$ cat config.mk
export PLATFORM = sky130hd
export DESIGN_NAME = can_signal_packer
export DESIGN_NICKNAME = d
export VERILOG_FILES = /design/src/hw/rtl/csp_pkg.sv /design/src/hw/rtl/can_signal_packer.sv /design/src/hw/rtl/csp_serializer.sv /design/src/hw/rtl/csp_accumulator.sv
export SDC_FILE = /design/constraint.sdc
export NUM_CORES = 1
export LEC_CHECK = 0
export ABC_AREA = 1
export BUFFER_PORTS_ARGS = -buffer_cell sky130_fd_sc_hd__buf_2
export CAP_MARGIN = 20
export CORE_ASPECT_RATIO = 0.75
export CORE_MARGIN = 2
export CORE_UTILIZATION = 55
export CTS_CLUSTER_SIZE = 12
export DETAILED_ROUTE_END_ITERATION = 7
export PLACE_DENSITY = 0.88
export SETUP_SLACK_MARGIN = 0.2
export SLEW_MARGIN = 10
export SYNTH_ARGS = -nofsm -noshare
export SYNTH_HDL_FRONTEND = slang
export SYNTH_SLANG_ARGS = --single-unit
$ cat constraint.sdc
create_clock -name clk_i -period 3.8 [get_ports clk_i]
set_input_delay 0.38 -clock clk_i [delete_from_list [all_inputs] [get_ports clk_i]]
set_output_delay 0.38 -clock clk_i [all_outputs]
set_load 0.005 [all_outputs]
$ cat src/hw/rtl/csp_pkg.sv
// Shared constants, types and state encoding for the CAN signal packer.
package csp_pkg;

  // Width of the frame payload and of one raw signal value.
  localparam int PayloadBits = 64;
  localparam int ValueBits   = 64;

  // Widths of the input fields.
  localparam int StartW = 6;
  localparam int LenW   = 7;
  // Walk position counter: holds start plus length, up to 127.
  localparam int PosW   = 7;
  localparam int BitPosW = 6;

  localparam logic [LenW-1:0] LenMax = LenW'(ValueBits);

  localparam logic BYTE_ORDER_MOTOROLA = 1'b0;
  localparam logic BYTE_ORDER_INTEL    = 1'b1;

  typedef enum logic [1:0] {
    ST_IDLE,
    ST_SHIFT,
    ST_EMIT
  } csp_state_e;

  // One serialized bit toward the accumulator, plus the frame emit request.
  typedef struct packed {
    logic               vld;
    logic               val;
    logic [BitPosW-1:0] pos;
    logic               emit;
  } csp_wr_t;

endpackage

$ cat src/hw/rtl/can_signal_packer.sv
// Top level of the CAN signal packer: serial walker feeding a payload accumulator.
// Operation: a signal's length is clamped to 64 and its bits are walked one bit per cycle;
//   a frame-closing signal then waits until the output register is free to move its payload out.
// Input: no new signal is taken while one is walked or a frame waits to move out; a zero-length
//   non-final signal is taken without a walk.
// Reset: rst_ni clears the accumulator, the walker state and the output valid at once.
module can_signal_packer (
  input  logic        clk_i,
  input  logic        rst_ni,
  // Signal input channel
  input  logic        in_valid_i,
  output logic        in_ready_o,
  input  logic [63:0] raw_value_i,
  input  logic [5:0]  start_bit_i,
  input  logic [6:0]  bit_length_i,
  input  logic        byte_order_i,
  input  logic        last_signal_i,
  // Frame output channel
  output logic        out_valid_o,
  input  logic        out_ready_i,
  output logic [63:0] frame_payload_o
);
  import csp_pkg::*;

  // Bit stream and emit request from the walker; emit_ack closes the frame.
  csp_wr_t wr;
  logic    emit_ack;

  // Walk each accepted signal LSB first. Motorola signals count down along
  // the byte-swapped index, Intel signals count up from the start bit; drop
  // any bit that lands past the payload.
  csp_serializer u_serializer (
    .clk_i         (clk_i),
    .rst_ni        (rst_ni),
    .in_valid_i    (in_valid_i),
    .in_ready_o    (in_ready_o),
    .raw_value_i   (raw_value_i),
    .start_bit_i   (start_bit_i),
    .bit_length_i  (bit_length_i),
    .byte_order_i  (byte_order_i),
    .last_signal_i (last_signal_i),
    .wr_o          (wr),
    .emit_ack_i    (emit_ack)
  );

  // OR bits into the accumulator; on the last signal hold until the output
  // register is free, then move the frame out and clear the accumulator.
  csp_accumulator u_accumulator (
    .clk_i           (clk_i),
    .rst_ni          (rst_ni),
    .wr_i            (wr),
    .emit_ack_o      (emit_ack),
    .out_valid_o     (out_valid_o),
    .out_ready_i     (out_ready_i),
    .frame_payload_o (frame_payload_o)
  );

endmodule

$ cat src/hw/rtl/csp_serializer.sv
// Bit-serial signal walker: shifts the raw value out LSB first with its payload position.
module csp_serializer (
  input  logic                      clk_i,
  input  logic                      rst_ni,
  input  logic                      in_valid_i,
  output logic                      in_ready_o,
  input  logic [63:0]               raw_value_i,
  input  logic [5:0]                start_bit_i,
  input  logic [6:0]                bit_length_i,
  input  logic                      byte_order_i,
  input  logic                      last_signal_i,
  output csp_pkg::csp_wr_t          wr_o,
  input  logic                      emit_ack_i
);
  import csp_pkg::*;

  csp_state_e state_q, state_d;

  logic [ValueBits-1:0] value_q, value_d;
  logic [LenW-1:0]      cnt_q, cnt_d;
  logic [PosW-1:0]      pos_q, pos_d;
  logic                 order_q, order_d;
  logic                 last_q, last_d;

  logic                 accept;
  logic [LenW-1:0]      len_eff;
  logic [StartW-1:0]    moto_lin;
  logic [PosW-1:0]      moto_end;
  logic [BitPosW-1:0]   map_pos;
  logic                 step_done;

  assign accept  = in_valid_i && in_ready_o;
  // Clamp lengths above the value width.
  assign len_eff = bit_length_i[LenW-1] ? LenMax : bit_length_i;
  // Motorola bits run along a linear index where bit 7 of a byte comes first.
  assign moto_lin = {start_bit_i[5:3], ~start_bit_i[2:0]};
  assign moto_end = PosW'({1'b0, moto_lin} + len_eff - LenW'(1));

  assign map_pos   = (order_q == BYTE_ORDER_INTEL) ? pos_q[BitPosW-1:0]
                                                   : {pos_q[5:3], ~pos_q[2:0]};
  assign step_done = (cnt_q == LenW'(1));

  // Next state.
  always_comb begin
    state_d = state_q;
    unique case (state_q)
      ST_IDLE: begin
        if (in_valid_i) begin
          if (len_eff != '0) begin
            state_d = ST_SHIFT;
          end else if (last_signal_i) begin
            state_d = ST_EMIT;
          end
        end
      end
      ST_SHIFT: begin
        if (step_done) begin
          state_d = last_q ? ST_EMIT : ST_IDLE;
        end
      end
      ST_EMIT: begin
        if (emit_ack_i) begin
          state_d = ST_IDLE;
        end
      end
      default: state_d = ST_IDLE;
    endcase
  end

  // Outputs.
  always_comb begin
    in_ready_o = 1'b0;
    wr_o       = '0;
    unique case (state_q)
      ST_IDLE: begin
        in_ready_o = 1'b1;
      end
      ST_SHIFT: begin
        wr_o.vld = !pos_q[PosW-1] && ({1'b0, map_pos} < PosW'(PayloadBits));
        wr_o.val = value_q[0];
        wr_o.pos = map_pos;
      end
      ST_EMIT: begin
        wr_o.emit = 1'b1;
      end
      default: begin
        in_ready_o = 1'b0;
      end
    endcase
  end

  // Datapath: load on accept, advance one bit per cycle while shifting.
  always_comb begin
    value_d = value_q;
    cnt_d   = cnt_q;
    pos_d   = pos_q;
    order_d = order_q;
    last_d  = last_q;
    if (accept) begin
      value_d = raw_value_i;
      cnt_d   = len_eff;
      order_d = byte_order_i;
      last_d  = last_signal_i;
      pos_d   = (byte_order_i == BYTE_ORDER_INTEL) ? {1'b0, start_bit_i} : moto_end;
    end else if (state_q == ST_SHIFT) begin
      value_d = value_q >> 1;
      cnt_d   = cnt_q - LenW'(1);
      pos_d   = (order_q == BYTE_ORDER_INTEL) ? pos_q + PosW'(1) : pos_q - PosW'(1);
    end
  end

  always_ff @(posedge clk_i or negedge rst_ni) begin
    if (!rst_ni) begin
      state_q <= ST_IDLE;
      cnt_q   <= '0;
      last_q  <= 1'b0;
    end else begin
      state_q <= state_d;
      cnt_q   <= cnt_d;
      last_q  <= last_d;
    end
  end

  always_ff @(posedge clk_i) begin
    value_q <= value_d;
    pos_q   <= pos_d;
    order_q <= order_d;
  end

endmodule

$ cat src/hw/rtl/csp_accumulator.sv
// Payload accumulator and output register of the CAN signal packer.
module csp_accumulator (
  input  logic             clk_i,
  input  logic             rst_ni,
  input  csp_pkg::csp_wr_t wr_i,
  output logic             emit_ack_o,
  output logic             out_valid_o,
  input  logic             out_ready_i,
  output logic [63:0]      frame_payload_o
);
  import csp_pkg::*;

  logic [PayloadBits-1:0] acc_q, acc_d;
  logic [63:0]            out_data_q, out_data_d;
  logic                   out_valid_q, out_valid_d;

  assign emit_ack_o = wr_i.emit && (!out_valid_q || out_ready_i);

  always_comb begin
    acc_d       = acc_q;
    out_data_d  = out_data_q;
    out_valid_d = out_valid_q && !out_ready_i;
    if (wr_i.vld && wr_i.val) begin
      acc_d[wr_i.pos] = 1'b1;
    end
    if (emit_ack_o) begin
      // Move the finished frame out and clear for the next one.
      out_data_d  = 64'(acc_q);
      out_valid_d = 1'b1;
      acc_d       = '0;
    end
  end

  always_ff @(posedge clk_i or negedge rst_ni) begin
    if (!rst_ni) begin
      acc_q       <= '0;
      out_valid_q <= 1'b0;
    end else begin
      acc_q       <= acc_d;
      out_valid_q <= out_valid_d;
    end
  end

  always_ff @(posedge clk_i) begin
    out_data_q <= out_data_d;
  end

  assign out_valid_o     = out_valid_q;
  assign frame_payload_o = out_data_q;

endmodule

==> run_results.csv <==
group,metric,value,unit
outcome,outcome,"completed",
power_and_ir_drop,power.internal,3720,uW
global_routing,grt_pass1_vias,6712,
critical_path,crit_fanout,8,
synth,ys_dominant_reg_cell,"edfxtp_1",
die,die_area,17700,um2
place,preCtsSetupSlack,1160,ps
timing,tightest_slew,916,ps
route,wirelength,20500,um
global_routing,grt_overflow_total,0,
place,dp.cells,1236,
cells_and_area,fillers,1187,
synth,synth_fp_nets,1005,
timing,fin_crit,2410,ps
timing,final.setup.tns,0,ps
cells_and_area,num_antenna_cells,0,
synth,synth_top_family_by_area,"simple AND/OR/NAND/NOR gates",
critical_path,worstPathRequired,4190,ps
synth,synthXorXnorAreaFrac,0.287,%
run,drv_cap,0,
synth,synth_cell_type_count,31,
cells_and_area,finalNonFillerCells,1278,
place,place.port_buffers,148,
die,rows,40,
global_routing,grt_pass1_wl,33200,um
timing,skew,7.92,ps
power_and_ir_drop,peakVddDrop,0.286,mV
power_and_ir_drop,power.switching,956,uW
critical_path,critPathKind,"flip-flop to flip-flop",
global_routing,grtUsageTotal,23.5,%
timing,hold_violations,0,
timing,drv_slew,0,
critical_path,r2r_slack,1390,ps
synth,yosysSeqAreaShare,65.1,%
place,hpwl,13700,um
clocking,clk_latency,490,ps
cells_and_area,fin_nets,1155,
critical_path,worstReg2RegEnd,"u_accumulator.acc_q[10]",
place,dpl_cell_area,10000,um2
synth,synthSimpleGateAreaFrac,19.1,%
cells_and_area,regArea,5960,um2
critical_path,critPathLaunch,"u_serializer.order_q",
route,via_per_inst,5.35,
timing,grt_setup_unrepaired,"no",
die,die_h,116,um
synth,yosysTopAreaCell,"edfxtp_1",
synth,syn_inst,902,
synth,synth_most_common_cell,"nand2_1",
timing,relSlewSlack,38.7,%
timing,period_share,63.5,%
critical_path,endpoint,"u_accumulator.acc_q[10]",
global_routing,antenna_found_initial,0,
route,wl_per_cell,16.1,um
synth,synth-edff-count,136,
power_and_ir_drop,p_clk_share,42.8,%
cells_and_area,multi_input_comb_area,2540,um2
route,vias,6832,
die,core_area,16200,um2
power_and_ir_drop,powerDensity,436,nW/um2
synth,synth_top_area_share,44.6,%
route,ant_nets,0,
timing,setup_viol,0,
power_and_ir_drop,seq_power_share,53.2,%
die,io_pins,149,
clocking,clk_pin_slew,60,ps
global_routing,grt_max_degree,78,
synth,ys_ff_latch,211,
synth,ys_warn_count,0,
synth,synth_commonest_cells,"nand2_1 (279), edfxtp_1 (136), inv_1 (122)",
place,gp_congestion,0.944,
critical_path,cp.arrival,2800,ps
synth,synth_compound_area_share,5.37,%
die,die_x,153,um
timing,fmax,414,MHz
power_and_ir_drop,p_leak,0.00513,uW
clocking,cts_buffers,22,
critical_path,regToRegStartpoint,"u_serializer.order_q",
clocking,cts_root_buf,"clkbuf_16",
clocking,htree_levels,1,
power_and_ir_drop,netSwitchingFraction,20.4,%
synth,syn-cell-area,9160,um2
cells_and_area,areaGrowthSynthToFinish,17.4,%
route,drtIter0Drc,681,
timing,layout_setup_ws,1390,ps
route,drtPass1Iterations,5,
synth,syn_area_per_cell,10.2,um2
cells_and_area,design_area,10700,um2
clocking,clockBufferDepth,3,
synth,synth.area.mux_share,0,%
synth,synthAdderAreaFrac,2.90,%
clocking,cts_tree,"done",
synth,async_flop_share,35.5,%
critical_path,worstRegToRegCells,7,
cells_and_area,layout-drive-gt1-share,18.8,%
die,start_util,56.6,%
worst_hold_path,min_path_type,"input pin to flip-flop",
synth,synthTopCellsByArea,"edfxtp_1 (45%), dfrtp_1 (20%), nand2_1 (11%), inv_1 (5.0%), nand3_1 (4.6%)",
power_and_ir_drop,pwr-share-comb,4.0,%
critical_path,worst_setup_path_end_kind,"flip-flop",
route,drc_errors,0,
clocking,cts.sinks,211,
critical_path,startpoint_type,"flip-flop",
==> registers in the layout (all words and copies together), names as in the netlist <==
signal and cells:
u_serializer.pos_q 7, u_serializer.state_q 2, u_serializer.value_q 64, u_serializer.cnt_q 7
u_serializer.order_q 1, u_serializer.last_q 1, u_accumulator.out_valid_o 1, u_accumulator.acc_q 64
u_accumulator.frame_payload_o 64
==> area by class of cell <==
| class | count | share of cell area, % |
|---|---|---|
| Tap cell | 210 | 2.44 |
| Clock buffer | 37 | 6.12 |
| Multi-Input combinational cell | 533 | 23.6 |
| Clock inverter | 3 | 0.128 |
| Inverter | 127 | 4.44 |
| Timing Repair Buffer | 157 | 7.78 |
| Sequential cell | 211 | 55.5 |
==> metal layers <==
| layer | part of all wire (%) | vias to the layer above | global-route usage [%] |
|---|---|---|---|
| li1 | - | 3248 | - |
| met1 | 42 | 3239 | 32.0 |
| met3 | 7.6 | 36 | 4.41 |
| met4 | 2.2 | 0 | 6.73 |
| met5 | 0 | - | 0 |
| met2 | 48 | 309 | 39.5 |
==> power groups by stage <==
| stage | sequential (uW) | clock, uW | combinational (uW) |
|---|---|---|---|
| 2_1_floorplan | 2530 | 0 | 87.7 |
| 3_3_place_gp | 2530 | 0 | 167 |
| 3_5_place_dp | 2540 | 0 | 178 |
| 4_1_cts | 2490 | 2030 | 181 |
| 5_1_grt | 2490 | 2120 | 210 |
| 6_report | 2490 | 2000 | 185 |
==> layout by cell type, fill, tap and decap left out, types with 4 or more instances in the layout <==
cell type  Yosys  layout
nand2_1      279     277
buf_2          9     148
edfxtp_1     136     136
inv_1        122     121
nand3_1       85      85
a21oi_1       75      75
dfrtp_1       75      75
nor2_1        29      29
clkbuf_16      0      23
ha_1          18      18
clkbuf_1       9      11
o21ai_0       10      10
nand4_1        6       6
o211ai_1       6       6
buf_4          5       6
inv_2          3       4
nand2_2        2       4
==> what timing repair did <==
item	in CTS	in global routing
setup endpoints to repair	0	0
resized for setup	0	0
hold buffers	0	1
setup buffers	0	0
endpoints found under the hold margin	0	10
==> per-stage QoR <==
| stage | total power [uW] | hold slack (ps) | utilization, % |
|---|---|---|---|
| 4_1_cts | 4700 | 92.5 | 66.3 |
| 6_report | 4680 | 150 | 66.5 |
| 3_3_place_gp | 2700 | 429 | 62.1 |
| 5_1_grt | 4830 | 146 | 66.5 |
| 2_1_floorplan | 2620 | 84.4 | - |
| 3_5_place_dp | 2710 | 430 | 62.1 |
==> logic make-up (layout without fill, tap and decap cells) <==
family          after synthesis  count (layout)
simple gates                416             416
flops                       211             211
buf+inv                     158             324
compound gates               94              94
fa+ha+maj                    20              20
xor+xnor                      3               3
==> critical path, stage by stage (launching register included) <==
cell and delay (ps):
edfxtp_1 410, inv_1 250, ha_1 370, inv_1 110, nand3_1 100, nor2_1 650, nand3_1 170, a21oi_1 250
==> how the worst min path moves through the flow <==
stage / startpoint / endpoint / slack, ps / depth (start not counted)
floorplan: rst_ni / u_accumulator.acc_q[0] / 80 / 0
global placement: u_accumulator.acc_q[54] / u_accumulator.frame_payload_o[54] / 430 / 0
detailed placement: u_accumulator.acc_q[13] / u_accumulator.frame_payload_o[13] / 430 / 0
CTS: rst_ni / u_accumulator.acc_q[30] / 90 / 1
global route: raw_value_i[12] / u_serializer.value_q[12] / 150 / 3
finish: raw_value_i[60] / u_serializer.value_q[60] / 150 / 3
No activity file was read; power rests on OpenSTA's default activity.
